--- config.mk ---
export PLATFORM = sky130hd
export DESIGN_NAME = md5_stream_hasher
export DESIGN_NICKNAME = d
export VERILOG_FILES = /design/src/md5_pkg.sv /design/src/md5_ctrl.sv /design/src/md5_datapath.sv /design/src/md5_stream_hasher.sv
export SDC_FILE = /design/constraint.sdc
export NUM_CORES = 2
export LEC_CHECK = 0
export ABC_AREA = 0
export ABC_CLOCK_PERIOD_IN_PS = 13500
export BUFFER_PORTS_ARGS = -buffer_cell sky130_fd_sc_hd__buf_2
export CAP_MARGIN = 5
export CORE_ASPECT_RATIO = 2
export CORE_UTILIZATION = 61
export DETAILED_ROUTE_END_ITERATION = 12
export MAX_ROUTING_LAYER = met4
export PLACE_DENSITY = 0.85
export SLEW_MARGIN = 40
export SYNTH_ARGS = -nofsm -noshare
export SYNTH_HDL_FRONTEND = slang
export SYNTH_HIERARCHICAL = 1
export SYNTH_SLANG_ARGS = --single-unit
export TNS_END_PERCENT = 20
--- constraint.sdc ---
create_clock -name aclk -period 13.5 [get_ports aclk]
set_clock_uncertainty 0.05 [all_clocks]
set_input_delay 2.025 -clock aclk [delete_from_list [all_inputs] [get_ports aclk]]
set_output_delay 2.025 -clock aclk [all_outputs]
set_load 0.01 [all_outputs]
--- src/md5_pkg.sv ---
`timescale 1ns / 1ps
// ---------------------------------------------------------------------------
// md5_pkg: shared types, constants and round tables for the MD5 hasher
// Holds the initial chaining values, the round constant and shift tables,
// the message word schedule and the controller to datapath command types.
// ---------------------------------------------------------------------------
package md5_pkg;

    localparam logic [31:0] INIT_A = 32'h67452301;
    localparam logic [31:0] INIT_B = 32'hEFCDAB89;
    localparam logic [31:0] INIT_C = 32'h98BADCFE;
    localparam logic [31:0] INIT_D = 32'h10325476;

    localparam logic [7:0] PAD_BYTE  = 8'h80;
    localparam logic [5:0] LEN_START = 6'd56;
    localparam logic [5:0] LAST_SLOT = 6'd63;
    localparam logic [3:0] LAST_IDX  = 4'd15;

    // Content of the block that is being compressed.
    typedef enum logic [1:0] {
        BLK_DATA,      // all 64 bytes come from the buffer
        BLK_PAD_ONE,   // pending bytes, 0x80, zeros, bit length
        BLK_PAD_FIRST, // pending bytes, 0x80, zeros
        BLK_PAD_LEN    // zeros, bit length
    } md5_mode_t;

    typedef struct packed {
        logic      load_byte;
        logic      start_blk;
        logic      round_en;
        logic      fold;
        logic      reinit;
        md5_mode_t mode;
        logic [5:0] round;
        logic [5:0] rd_round;
        logic [3:0] out_idx;
    } md5_cmd_t;

    typedef struct packed {
        logic pend_hi;   // 56 or more bytes pending
        logic blk_full;  // the next byte fills the block
    } md5_sts_t;

    function automatic logic [31:0] md5_k(input logic [5:0] i);
        logic [31:0] k;
        case (i)
            6'd0:  k = 32'hd76aa478; 6'd1:  k = 32'he8c7b756;
            6'd2:  k = 32'h242070db; 6'd3:  k = 32'hc1bdceee;
            6'd4:  k = 32'hf57c0faf; 6'd5:  k = 32'h4787c62a;
            6'd6:  k = 32'ha8304613; 6'd7:  k = 32'hfd469501;
            6'd8:  k = 32'h698098d8; 6'd9:  k = 32'h8b44f7af;
            6'd10: k = 32'hffff5bb1; 6'd11: k = 32'h895cd7be;
            6'd12: k = 32'h6b901122; 6'd13: k = 32'hfd987193;
            6'd14: k = 32'ha679438e; 6'd15: k = 32'h49b40821;
            6'd16: k = 32'hf61e2562; 6'd17: k = 32'hc040b340;
            6'd18: k = 32'h265e5a51; 6'd19: k = 32'he9b6c7aa;
            6'd20: k = 32'hd62f105d; 6'd21: k = 32'h02441453;
            6'd22: k = 32'hd8a1e681; 6'd23: k = 32'he7d3fbc8;
            6'd24: k = 32'h21e1cde6; 6'd25: k = 32'hc33707d6;
            6'd26: k = 32'hf4d50d87; 6'd27: k = 32'h455a14ed;
            6'd28: k = 32'ha9e3e905; 6'd29: k = 32'hfcefa3f8;
            6'd30: k = 32'h676f02d9; 6'd31: k = 32'h8d2a4c8a;
            6'd32: k = 32'hfffa3942; 6'd33: k = 32'h8771f681;
            6'd34: k = 32'h6d9d6122; 6'd35: k = 32'hfde5380c;
            6'd36: k = 32'ha4beea44; 6'd37: k = 32'h4bdecfa9;
            6'd38: k = 32'hf6bb4b60; 6'd39: k = 32'hbebfbc70;
            6'd40: k = 32'h289b7ec6; 6'd41: k = 32'heaa127fa;
            6'd42: k = 32'hd4ef3085; 6'd43: k = 32'h04881d05;
            6'd44: k = 32'hd9d4d039; 6'd45: k = 32'he6db99e5;
            6'd46: k = 32'h1fa27cf8; 6'd47: k = 32'hc4ac5665;
            6'd48: k = 32'hf4292244; 6'd49: k = 32'h432aff97;
            6'd50: k = 32'hab9423a7; 6'd51: k = 32'hfc93a039;
            6'd52: k = 32'h655b59c3; 6'd53: k = 32'h8f0ccc92;
            6'd54: k = 32'hffeff47d; 6'd55: k = 32'h85845dd1;
            6'd56: k = 32'h6fa87e4f; 6'd57: k = 32'hfe2ce6e0;
            6'd58: k = 32'ha3014314; 6'd59: k = 32'h4e0811a1;
            6'd60: k = 32'hf7537e82; 6'd61: k = 32'hbd3af235;
            6'd62: k = 32'h2ad7d2bb; 6'd63: k = 32'heb86d391;
            default: k = 32'h0;
        endcase
        return k;
    endfunction

    function automatic logic [4:0] md5_s(input logic [5:0] i);
        logic [4:0] s;
        case ({i[5:4], i[1:0]})
            4'd0:  s = 5'd7;  4'd1:  s = 5'd12; 4'd2:  s = 5'd17; 4'd3:  s = 5'd22;
            4'd4:  s = 5'd5;  4'd5:  s = 5'd9;  4'd6:  s = 5'd14; 4'd7:  s = 5'd20;
            4'd8:  s = 5'd4;  4'd9:  s = 5'd11; 4'd10: s = 5'd16; 4'd11: s = 5'd23;
            4'd12: s = 5'd6;  4'd13: s = 5'd10; 4'd14: s = 5'd15; 4'd15: s = 5'd21;
            default: s = 5'd7;
        endcase
        return s;
    endfunction

    // Message word used by a round.
    function automatic logic [3:0] md5_g(input logic [5:0] i);
        logic [3:0] r;
        logic [3:0] g;
        r = i[3:0];
        case (i[5:4])
            2'd0:    g = r;
            2'd1:    g = r + (r << 2) + 4'd1;
            2'd2:    g = r + (r << 1) + 4'd5;
            default: g = (r << 3) - r;
        endcase
        return g;
    endfunction

endpackage

--- src/md5_ctrl.sv ---
`timescale 1ns / 1ps
// ---------------------------------------------------------------------------
// md5_ctrl: sequencer of the MD5 hasher
// Accepts items, steps the 64 compression rounds, chooses the padding
// blocks on finish and paces the digest bytes out.
// ---------------------------------------------------------------------------
module md5_ctrl (
    input  logic              aclk,
    input  logic              aresetn,
    input  logic              s_tvalid,
    output logic              s_tready,
    input  logic              s_cmd,
    output logic              m_tvalid,
    input  logic              m_tready,
    output logic              m_tlast,
    input  md5_pkg::md5_sts_t sts,
    output md5_pkg::md5_cmd_t cmd
);
    import md5_pkg::*;

    typedef enum logic [2:0] {
        ST_IDLE,
        ST_PREFETCH,
        ST_ROUND,
        ST_FOLD,
        ST_EMIT
    } state_t;

    state_t     state_reg, state_next;
    md5_mode_t  mode_reg, mode_next;
    logic [5:0] round_reg, round_next;
    logic [3:0] idx_reg, idx_next;

    always_comb begin
        state_next = state_reg;
        mode_next  = mode_reg;
        round_next = round_reg;
        idx_next   = idx_reg;

        cmd           = '0;
        cmd.mode      = mode_reg;
        cmd.round     = round_reg;
        cmd.rd_round  = (state_reg == ST_PREFETCH) ? 6'd0 : round_reg + 6'd1;
        cmd.out_idx   = idx_reg;

        case (state_reg)
            ST_IDLE: begin
                if (s_tvalid) begin
                    if (!s_cmd) begin
                        cmd.load_byte = 1'b1;
                        if (sts.blk_full) begin
                            mode_next  = BLK_DATA;
                            state_next = ST_PREFETCH;
                        end
                    end else begin
                        mode_next  = sts.pend_hi ? BLK_PAD_FIRST : BLK_PAD_ONE;
                        state_next = ST_PREFETCH;
                    end
                end
            end
            ST_PREFETCH: begin
                cmd.start_blk = 1'b1;
                round_next    = 6'd0;
                state_next    = ST_ROUND;
            end
            ST_ROUND: begin
                cmd.round_en = 1'b1;
                round_next   = round_reg + 6'd1;
                if (round_reg == LAST_SLOT) begin
                    state_next = ST_FOLD;
                end
            end
            ST_FOLD: begin
                cmd.fold = 1'b1;
                case (mode_reg)
                    BLK_DATA: begin
                        state_next = ST_IDLE;
                    end
                    BLK_PAD_FIRST: begin
                        mode_next  = BLK_PAD_LEN;
                        state_next = ST_PREFETCH;
                    end
                    default: begin
                        idx_next   = 4'd0;
                        state_next = ST_EMIT;
                    end
                endcase
            end
            ST_EMIT: begin
                if (m_tready) begin
                    if (idx_reg == LAST_IDX) begin
                        cmd.reinit = 1'b1;
                        state_next = ST_IDLE;
                    end else begin
                        idx_next = idx_reg + 4'd1;
                    end
                end
            end
            default: begin
                state_next = ST_IDLE;
            end
        endcase
    end

    assign s_tready = (state_reg == ST_IDLE);
    assign m_tvalid = (state_reg == ST_EMIT);
    assign m_tlast  = (state_reg == ST_EMIT) && (idx_reg == LAST_IDX);

    always_ff @(posedge aclk) begin
        if (!aresetn) begin
            state_reg <= ST_IDLE;
            mode_reg  <= BLK_DATA;
            round_reg <= 6'd0;
            idx_reg   <= 4'd0;
        end else begin
            state_reg <= state_next;
            mode_reg  <= mode_next;
            round_reg <= round_next;
            idx_reg   <= idx_next;
        end
    end

endmodule

--- src/md5_datapath.sv ---
`timescale 1ns / 1ps
// ---------------------------------------------------------------------------
// md5_datapath: block buffer, round unit and chaining state of the hasher
// Stores message bytes in a 16-word buffer, runs one MD5 round per cycle,
// builds the padding on the fly and selects the digest bytes.
// ---------------------------------------------------------------------------
module md5_datapath (
    input  logic              aclk,
    input  logic              aresetn,
    input  md5_pkg::md5_cmd_t cmd,
    input  logic [7:0]        data_byte,
    output md5_pkg::md5_sts_t sts,
    output logic [7:0]        digest_byte
);
    import md5_pkg::*;

    logic [31:0] mem_reg [16];
    logic [31:0] rdata_reg;
    logic [3:0]  rword_reg;

    logic [31:0] chain_reg [4];
    logic [31:0] a_reg, b_reg, c_reg, d_reg;
    logic [60:0] count_reg;   // message length in bytes, mod 2^61

    logic [5:0]  pend;
    logic [63:0] bit_len;
    logic [3:0]  raddr;
    logic [31:0] w, f, sum, rot;
    logic [63:0] rot_wide;

    assign pend    = count_reg[5:0];
    assign bit_len = {count_reg, 3'b000};
    assign raddr   = md5_g(cmd.rd_round);

    assign sts.pend_hi  = (pend >= LEN_START);
    assign sts.blk_full = (pend == LAST_SLOT);

    always_ff @(posedge aclk) begin
        if (cmd.load_byte) begin
            mem_reg[pend[5:2]][pend[1:0]*8 +: 8] <= data_byte;
        end
        rdata_reg <= mem_reg[raddr];
        rword_reg <= raddr;
    end

    // Replace buffer bytes by padding and length bytes per block kind.
    always_comb begin
        logic [5:0] p;
        logic [7:0] mb;
        logic [7:0] lb;
        w = '0;
        for (int j = 0; j < 4; j++) begin
            p  = {rword_reg, j[1:0]};
            mb = rdata_reg[j*8 +: 8];
            lb = bit_len[p[2:0]*8 +: 8];
            case (cmd.mode)
                BLK_DATA: begin
                    w[j*8 +: 8] = mb;
                end
                BLK_PAD_ONE: begin
                    if (p < pend)            w[j*8 +: 8] = mb;
                    else if (p == pend)      w[j*8 +: 8] = PAD_BYTE;
                    else if (p >= LEN_START) w[j*8 +: 8] = lb;
                    else                     w[j*8 +: 8] = 8'h00;
                end
                BLK_PAD_FIRST: begin
                    if (p < pend)            w[j*8 +: 8] = mb;
                    else if (p == pend)      w[j*8 +: 8] = PAD_BYTE;
                    else                     w[j*8 +: 8] = 8'h00;
                end
                default: begin
                    if (p >= LEN_START)      w[j*8 +: 8] = lb;
                    else                     w[j*8 +: 8] = 8'h00;
                end
            endcase
        end
    end

    always_comb begin
        case (cmd.round[5:4])
            2'd0:    f = (b_reg & c_reg) | (~b_reg & d_reg);
            2'd1:    f = (b_reg & d_reg) | (c_reg & ~d_reg);
            2'd2:    f = b_reg ^ c_reg ^ d_reg;
            default: f = c_reg ^ (b_reg | ~d_reg);
        endcase
        sum      = a_reg + f + md5_k(cmd.round) + w;
        rot_wide = {sum, sum} << md5_s(cmd.round);
        rot      = rot_wide[63:32];
    end

    always_ff @(posedge aclk) begin
        if (cmd.start_blk) begin
            a_reg <= chain_reg[0];
            b_reg <= chain_reg[1];
            c_reg <= chain_reg[2];
            d_reg <= chain_reg[3];
        end else if (cmd.round_en) begin
            a_reg <= d_reg;
            b_reg <= b_reg + rot;
            c_reg <= b_reg;
            d_reg <= c_reg;
        end
    end

    always_ff @(posedge aclk) begin
        if (!aresetn || cmd.reinit) begin
            chain_reg[0] <= INIT_A;
            chain_reg[1] <= INIT_B;
            chain_reg[2] <= INIT_C;
            chain_reg[3] <= INIT_D;
            count_reg    <= '0;
        end else begin
            if (cmd.fold) begin
                chain_reg[0] <= chain_reg[0] + a_reg;
                chain_reg[1] <= chain_reg[1] + b_reg;
                chain_reg[2] <= chain_reg[2] + c_reg;
                chain_reg[3] <= chain_reg[3] + d_reg;
            end
            if (cmd.load_byte) begin
                count_reg <= count_reg + 61'd1;
            end
        end
    end

    assign digest_byte = chain_reg[cmd.out_idx[3:2]][cmd.out_idx[1:0]*8 +: 8];

endmodule

--- src/md5_stream_hasher.sv ---
`timescale 1ns / 1ps
// ---------------------------------------------------------------------------
// md5_stream_hasher: byte-streaming MD5 message digest
// Absorbs message bytes, compresses each full 64-byte block and, on a
// finish item, pads the message and streams out the 16 digest bytes.
// ---------------------------------------------------------------------------
//
//  Channel  Direction  Payload
//  -------  ---------  ---------------------------------------------------
//  s_       in         tdata[7:0] data_byte, tuser[0] cmd (1 = finish)
//  m_       out        tdata[7:0] digest_byte, tdata[11:8] byte_index,
//                      tlast = last digest byte
//
// A byte item is accepted on its handshake. The item that completes a block is
// followed by a phase with s_tready low: a word prefetch, 64 rounds of
// the single shared round unit, and a fold into the chaining words.
// A finish item costs one or two block compressions, then 16 digest items
// at the pace the sink takes them; s_tready stays low until the last one.
// Reset (aresetn low, synchronous) loads the initial chaining values and
// clears the length; the block buffer needs no clearing.
// ---------------------------------------------------------------------------
module md5_stream_hasher (
    input  logic        aclk,
    input  logic        aresetn,
    input  logic        s_tvalid,
    output logic        s_tready,
    input  logic [7:0]  s_tdata,   // [7:0] data_byte
    input  logic [0:0]  s_tuser,   // [0] cmd
    output logic        m_tvalid,
    input  logic        m_tready,
    output logic [15:0] m_tdata,   // [7:0] digest_byte, [11:8] byte_index
    output logic        m_tlast
);
    import md5_pkg::*;

    md5_cmd_t   cmd;
    md5_sts_t   sts;
    logic [7:0] digest_byte;

    // The controller sequences every item; the datapath only follows its
    // commands and reports how full the current block is.
    md5_ctrl u_ctrl (
        .aclk     (aclk),
        .aresetn  (aresetn),
        .s_tvalid (s_tvalid),
        .s_tready (s_tready),
        .s_cmd    (s_tuser[0]),
        .m_tvalid (m_tvalid),
        .m_tready (m_tready),
        .m_tlast  (m_tlast),
        .sts      (sts),
        .cmd      (cmd)
    );

    md5_datapath u_datapath (
        .aclk        (aclk),
        .aresetn     (aresetn),
        .cmd         (cmd),
        .data_byte   (s_tdata),
        .sts         (sts),
        .digest_byte (digest_byte)
    );

    // The digest byte and its index come straight from registers, so they
    // hold steady while the sink stalls.
    assign m_tdata = {4'b0000, cmd.out_idx, digest_byte};

endmodule
Word-level counts from Yosys, hierarchy flattened
Memories as Yosys holds them, arrays and structs flattened. A register that Yosys moved wholly into a read port is not among the register bits.
Cells that the tools add are included.
- register bits after elaboration: 208
- latch bits: 0
- bits in writable memories: 640
- memory bits (read-only): 2128
- bits of input ports: 13
- output and inout bits: 19
- logic and storage cells: 184
- memories kept: 4
- add/subtract/negate cells: 17
- multiply operators: 0
- divide/modulo/power cells: 0
- magnitude comparators: 9
- equality and inequality tests: 25
- shifts and indexed selects: 8
- muxes and demuxes: 80
- bitwise operators: 16
- reduce and logical (&&, ||, !) cells: 15
- memory list (name ; words ; bits a word ; read ports ; clocked after Yosys merged registers in ; wr ports ; RTL line ; source):
    (name not given) ; 64 ; 32 ; 1 ; 1 ; 0 ; md5_pkg.sv:46 ; case (i)
    u_datapath.mem_reg ; 16 ; 32 ; 1 ; 1 ; 1 ; md5_datapath.sv:17 ; logic [31:0] mem_reg [16];
    u_datapath.chain_reg ; 4 ; 32 ; 5 ; 1 ; 4 ; md5_datapath.sv:21 ; logic [31:0] chain_reg [4];
    (name not given) ; 16 ; 5 ; 1 ; 1 ; 0 ; md5_pkg.sv:86 ; case ({i[5:4], i[1:0]})
- operator list (cell ; count):
    2-to-1 mux 32 bit ; 13
    adder 32 bit ; 8
    variable part select 64 x 7 -> 8 bit ; 4
    2-to-1 mux 8 bit ; 20
    AND 32 bit ; 4
    OR 32 bit ; 3
    case mux 32 bit (3 select lines) ; 1
    case mux 8 bit (3 select lines) ; 4
    XOR 32 bit ; 3
    inverter 32 bit ; 2
    left shift 64 x 5 -> 64 bit ; 1
    adder 61 x 1 -> 61 bit, second input constant ; 1
    negation 5 -> 34 bit ; 1
    variable shift 8 x 34 -> 32 bit, first input constant ; 1
    variable part select 8 x 34 -> 32 bit ; 1
    variable part select 32 x 6 -> 8 bit ; 1
    >= comparator 6 bit, second input constant ; 5
    equality test 6 bit ; 4
    < comparator 6 bit ; 4
    2-to-1 mux 4 bit ; 5
    2-to-1 mux 3 bit ; 6
    2-to-1 mux 6 bit ; 3
    2-to-1 mux 1 bit ; 15
    case mux 3 bit (5 select lines) ; 1
    other kinds (31) ; 59

Logic depth before layout (Yosys ltp)
- depth in word-level cells: 11
- depth in mapped cells: 45

Cells and area by module
Netlist, hierarchy kept.
- modules (own cells, without submodules) (module ; times used ; cells an instance ; area an instance (um^2) ; sequential area each (um^2)):
    md5_datapath ; 1 ; 4660 ; 52810.6 ; 25004.0
    md5_ctrl ; 1 ; 108 ; 888.4 ; 300.3
    md5_stream_hasher ; 1 ; 5 ; 33.8 ; 0.0

Worst setup path after synthesis
OpenSTA, ideal clock, no wires.
- path type: register to register
- start point: reg u_datapath.rword_reg[0]
- end point: reg u_datapath.b_reg[30], data pin
- setup time: 0.260 ns
- data arrival time: 9.691 ns
- data required time: 13.190 ns
- slack: 3.500 ns
- cell stages (with the launch flop): 43
- path buffers: 4
- path through: dfxtp_1 clkbuf_1 buf_1 buf_1 inv_1 ha_1 and2_1 clkbuf_1 nand2_1 a22oi_1 a21oi_1 a32o_1 fa_1 inv_1 fa_1 inv_1 ha_1 fa_1 [7 not listed] a211o_1 o221ai_1 mux2_2 mux2_2 mux2i_1 fa_1 a21o_1 a21oi_1 o21bai_1 a31oi_1 o211ai_1 a31oi_1 o21bai_1 a311o_1 a211oi_2 a21oi_1 xor2_1 mux2_2
- word-level cells in the longest chain between the ends: 10
- ends and longest elaborated chain (element ; RTL line ; source):
    from (decl) ; md5_datapath.sv:19 ; logic [3:0] rword_reg;
    from (signal assigned) ; md5_datapath.sv:43 ; rword_reg <= raddr;
    variable part select 64 x 7 -> 8 bit or >= comparator 6 bit (tied branches) ; md5_datapath.sv:55, md5_datapath.sv:63, md5_datapath.sv:72 ;
    2-to-1 mux 8 bit ; md5_datapath.sv:63, md5_datapath.sv:72 ;
    2-to-1 mux 8 bit ; md5_datapath.sv:62 ; else if (p == pend) w[j*8 +: 8] = PAD_BYTE;
    2-to-1 mux 8 bit ; md5_datapath.sv:61 ; if (p < pend) w[j*8 +: 8] = mb;
    case mux 8 bit (3 select lines) ; md5_datapath.sv:56 ; case (cmd.mode)
    adder 32 bit (*) ; md5_datapath.sv:86 ; sum = a_reg + f + md5_k(cmd.round) + w;
    left shift 64 x 5 -> 64 bit (*) ; md5_datapath.sv:87 ; rot_wide = {sum, sum} << md5_s(cmd.round);
    adder 32 bit (*) ; md5_datapath.sv:99 ; b_reg <= b_reg + rot;
    2-to-1 mux 32 bit (*) ; md5_datapath.sv:97 ; end else if (cmd.round_en) begin
    2-to-1 mux 32 bit (*) ; md5_datapath.sv:92 ; if (cmd.start_blk) begin
    to (signal assigned) ; md5_datapath.sv:94 ; b_reg <= chain_reg[1];
    to (signal assigned) ; md5_datapath.sv:99 ;
    to (decl) ; md5_datapath.sv:22 ; logic [31:0] a_reg, b_reg, c_reg, d_reg;
Every way passes the cells marked *; elsewhere a longest branch is shown, timed or not. The select of a mux whose other input is x is not followed.
A chain may end at the register's enable or synchronous reset.

Worst setup path after layout
- start point: reg u_datapath.count_reg[5]
- end point: reg u_datapath.b_reg[30], data pin
- word-level cells in the longest chain between the ends: 10
- ends and longest elaborated chain (element ; RTL line ; source):
    from (decl) ; md5_datapath.sv:23 ; logic [60:0] count_reg;
    from (signal assigned) ; md5_datapath.sv:120 ; count_reg <= count_reg + 61'd1;
    variable part select 64 x 7 -> 8 bit ; md5_datapath.sv:55 ; lb = bit_len[p[2:0]*8 +: 8];
    2-to-1 mux 8 bit ; md5_datapath.sv:63, md5_datapath.sv:72 ;
    2-to-1 mux 8 bit ; md5_datapath.sv:62 ;
    2-to-1 mux 8 bit ; md5_datapath.sv:61 ;
    case mux 8 bit (3 select lines) ; md5_datapath.sv:56 ;
    adder 32 bit (*) ; md5_datapath.sv:86 ;
    left shift 64 x 5 -> 64 bit (*) ; md5_datapath.sv:87 ;
    adder 32 bit (*) ; md5_datapath.sv:99 ;
    2-to-1 mux 32 bit (*) ; md5_datapath.sv:97 ;
    2-to-1 mux 32 bit (*) ; md5_datapath.sv:92 ;
Marked as above.

==> impl_metrics.py <==
metrics = {
    "grt": {
        "grt_overflow_total": 0,
        "grt_usage_pct": 42.4,
        "grt_max_degree": 89,
        "grt_first_pass_wirelength_mm": 265,
        "grt_pass1_vias": 42200,
        "antenna_found_initial": 10,
    },
    "floorplan": {
        "die_x_microns": 212,
        "coreArea_sq_mm": 0.0871,
        "rows": 153,
        "start_util_pct": 61.7,
        "die_h_microns": 422,
        "dieArea_sq_mm": 0.0893,
        "ios": 32,
    },
    "sta": {
        "slew_violations": 0,
        "max_freq_mhz": 90.6,
        "hold_ws_ps": 459,
        "relSlewSlack_pct": 35.3,
        "hold_viol": 0,
        "setup_viol_count_final": 0,
        "finalCritPeriodShare_pct": 81.7,
        "fin_crit_ps": 11030,
        "tightest_slew_ps": 967,
        "rsz0062_at_grt": "no",
        "finalSetupTns_ps": 0,
    },
    "layout": {
        "area_growth_pct": 7.53,
        "drive_above_1_share_pct": 14.7,
        "finalInstanceArea_sq_mm": 0.0578,
        "largest_register_ffs": 512,
        "nNetsFinal": 5031,
    },
    "yosys": {
        "synth_cell_types": 100,
        "synthAdderAreaFrac_pct": 8.18,
        "syn_avg_cell_area_sq_um": 11.3,
        "yosysSeqAreaShare_pct": 47.1,
        "async_flop_share_pct": 0,
        "yosysTopAreaCell": "edfxtp_1",
        "synth_top_area_share_pct": 42.9,
        "yosys_warnings": 6,
        "synth_ff_type": "edfxtp_1",
        "syn_area_sq_mm": 0.0537,
        "ys_top_cells_by_area": "edfxtp_1 43%, mux4_2 7.5%, ha_1 5.5%",
        "netlist_instances": 4773,
        "yosys_register_bits": 880,
        "synth_top_family_by_area": "compound AO/OA/AOI/OAI gates",
        "synth.area.mux_share_pct": 13.0,
        "synth-simple-area-share_pct": 11.0,
        "synth_compound_area_share_pct": 13.5,
        "synth_edf_count": 768,
        "synth_xor_area_share_pct": 4.02,
    },
    "clocking": {
        "cts_htree_levels": 3,
        "cts-resized-gates": 0,
        "cts_max_path_buffers": 3,
        "clk-insertion-delay-late_ps": 670,
        "cts_tree": "done",
        "hold_buffers": 0,
        "cts.reportedPaths.clkPinSlew_ps": 70,
        "root_buffer": "clkbuf_16",
        "cts_setup_buffers": 0,
        "numCtsBuffers": 72,
        "cts.sinks": 880,
    },
    "power": {
        "powerDensity_mw_per_mm2": 269,
        "p_int_mw": 8.23,
        "swShare_pct": 47.1,
        "p_seq_share_pct": 22.9,
        "p_leak_nw": 20.9,
        "comb_power_share_pct": 63.1,
        "p_clk_share_pct": 13.9,
        "irDropWorstVdd_v": 0.000303,
        "switchingPower_mw": 7.31,
    },
    "critical_path": {
        "cp_slowest_cell": "dfxtp_1",
        "start_kind": "register",
        "path_max_fanout": 10,
        "required_ps": 13870,
        "crit_path_max_incr_delay_ps": 530,
        "worstSetupPathType": "reg -> reg",
        "cp-end-kind": "register",
        "arrival_ps": 11400,
    },
    "place": {
        "dp_hpwl_mm": 129,
        "post_dp_cell_area_sq_mm": 0.0552,
        "globalplace.congestion": 1.15,
        "io_buffers": 27,
    },
    "worst_hold_path": {
        "hp-class": "reg -> reg",
    },
    "run_status": {
        "outcome": "finished clean",
    },
    "routing": {
        "first_iter_violations": 4355,
        "viasPerCell": 6.97,
        "dr.pass1.iters": 11,
        "wl_per_cell_microns": 30.1,
        "vias": 41400,
        "route.detailed.drc": 0,
        "antenna_left": 0,
        "wirelength_mm": 179,
    },
    "job": {
        "cap_violations": 0,
    },
}
[per-layer routing]
layer | GRT usage [%] | vias to the layer above | wire (microns)
li1 | - | 17700 | -
met1 | 39.5 | 20000 | 52700
met5 | - | - | 0
met2 | 69.5 | 2590 | 89100
met3 | 10.2 | 1109 | 14600
met4 | 41.6 | 0 | 22600
[power by group through the flow]
stage	clock (mW)	sequential, mW	combinational (mW)
after floorplan	0	3.49	6.75
after global placement	0	3.60	9.32
after detailed placement	0	3.61	9.37
after CTS	2.19	3.55	9.46
after global routing	2.28	3.57	10.5
final	2.17	3.56	9.81
[area by class of cell]
type / count / area [sq um]
fill: 6334 / 29300
multi-input combinational: 3452 / 27100
tap: 1162 / 1450
sequential: 880 / 25300
timing repair buffer: 95 / 734
clock inverter: 38 / 403
inverter: 210 / 793
clock buffer: 92 / 1990
antenna: 9 / 22.5
[cells in the mapped netlist, types with 32 or more instances]
master	number
or3_1	34
buf_1	49
xor2_1	113
mux4_2	178
mux2i_1	132
o211ai_1	36
a21oi_1	281
nor2_1	383
a211oi_1	66
ha_1	235
clkbuf_1	164
dfxtp_1	112
nor3_1	77
o21ai_0	364
and3_1	36
o21a_1	36
a31oi_1	60
inv_1	205
nand3_1	77
xnor2_1	131
or2_2	38
and2_1	54
edfxtp_1	768
nor2b_1	32
fa_1	72
nand2_1	415
a21o_1	97
nand2b_1	47
mux2_2	145
[final timing paths]
path	from	endpoint	slack (ps)	cells after the start
worst max-delay path	u_datapath/count_reg[5]	u_datapath/b_reg[30]	2470	41
worst min-delay path	u_datapath/count_reg[34]	u_datapath/count_reg[34]	460	2
worst max register to register	u_datapath/count_reg[5]	u_datapath/b_reg[30]	2470	41
worst min register to register	u_datapath/count_reg[34]	u_datapath/count_reg[34]	460	2
[critical path, delay by kind of cell, from the launching register on]
kind                     cells  cell delay, ps
AO/OA/AOI/OAI               19            5160
XOR/XNOR                     2             460
adder cells (fa/ha/maj)      7            2690
buffers and inverters        4             400
flip-flops                   1             530
multiplexers                 2             380
AND/OR/NAND/NOR              7            1090
[cell usage in the layout (no fill, tap or decap), types with 11 or more instances in the layout]
cell / count
nor2_2: 53
o21bai_1: 28
mux2i_1: 131
nand3_1: 77
nor3b_1: 11
dfxtp_1: 104
o21ai_1: 11
a21oi_1: 277
a21o_1: 97
o21ai_0: 359
a31oi_1: 59
and2_1: 53
ha_1: 235
xor2_1: 112
inv_1: 203
xnor2_1: 128
nand2_1: 411
nor2b_1: 32
clkbuf_16: 74
nand2b_1: 46
and3_1: 36
a211oi_1: 65
fa_1: 72
clkbuf_1: 11
o31ai_1: 16
buf_4: 54
o22ai_1: 16
nor2_1: 329
o211ai_1: 36
mux4_2: 177
or2_2: 37
edfxtp_1: 768
nor3_1: 73
nand4_1: 30
a221oi_1: 11
mux2_2: 145
or3_1: 34
buf_2: 27
o21a_1: 36
[stage by stage]
stage | setup slack [ps] | cells | total power, mW | utilization, %
after detailed placement | 2780 | 5795 | 13.0 | 63.4
after floorplan | 3500 | 4776 | 10.2 | -
after CTS | 2670 | 5925 | 15.2 | 66.1
after global placement | 2970 | 5793 | 12.9 | 63.2
after global routing | 2010 | 5938 | 16.3 | 66.3
final | 2470 | 5938 | 15.5 | 66.3
[cell families after synthesis]
| kind of cell | Yosys count |
|---|---|
| AND/OR/NAND/NOR | 1276 |
| other | 1 |
| multiplexers | 456 |
| AO/OA/AOI/OAI | 1163 |
| buffers and inverters | 444 |
| adder cells (fa/ha/maj) | 308 |
| XOR/XNOR | 245 |
| flip-flops | 880 |
(Power assumes the default switching activity.)
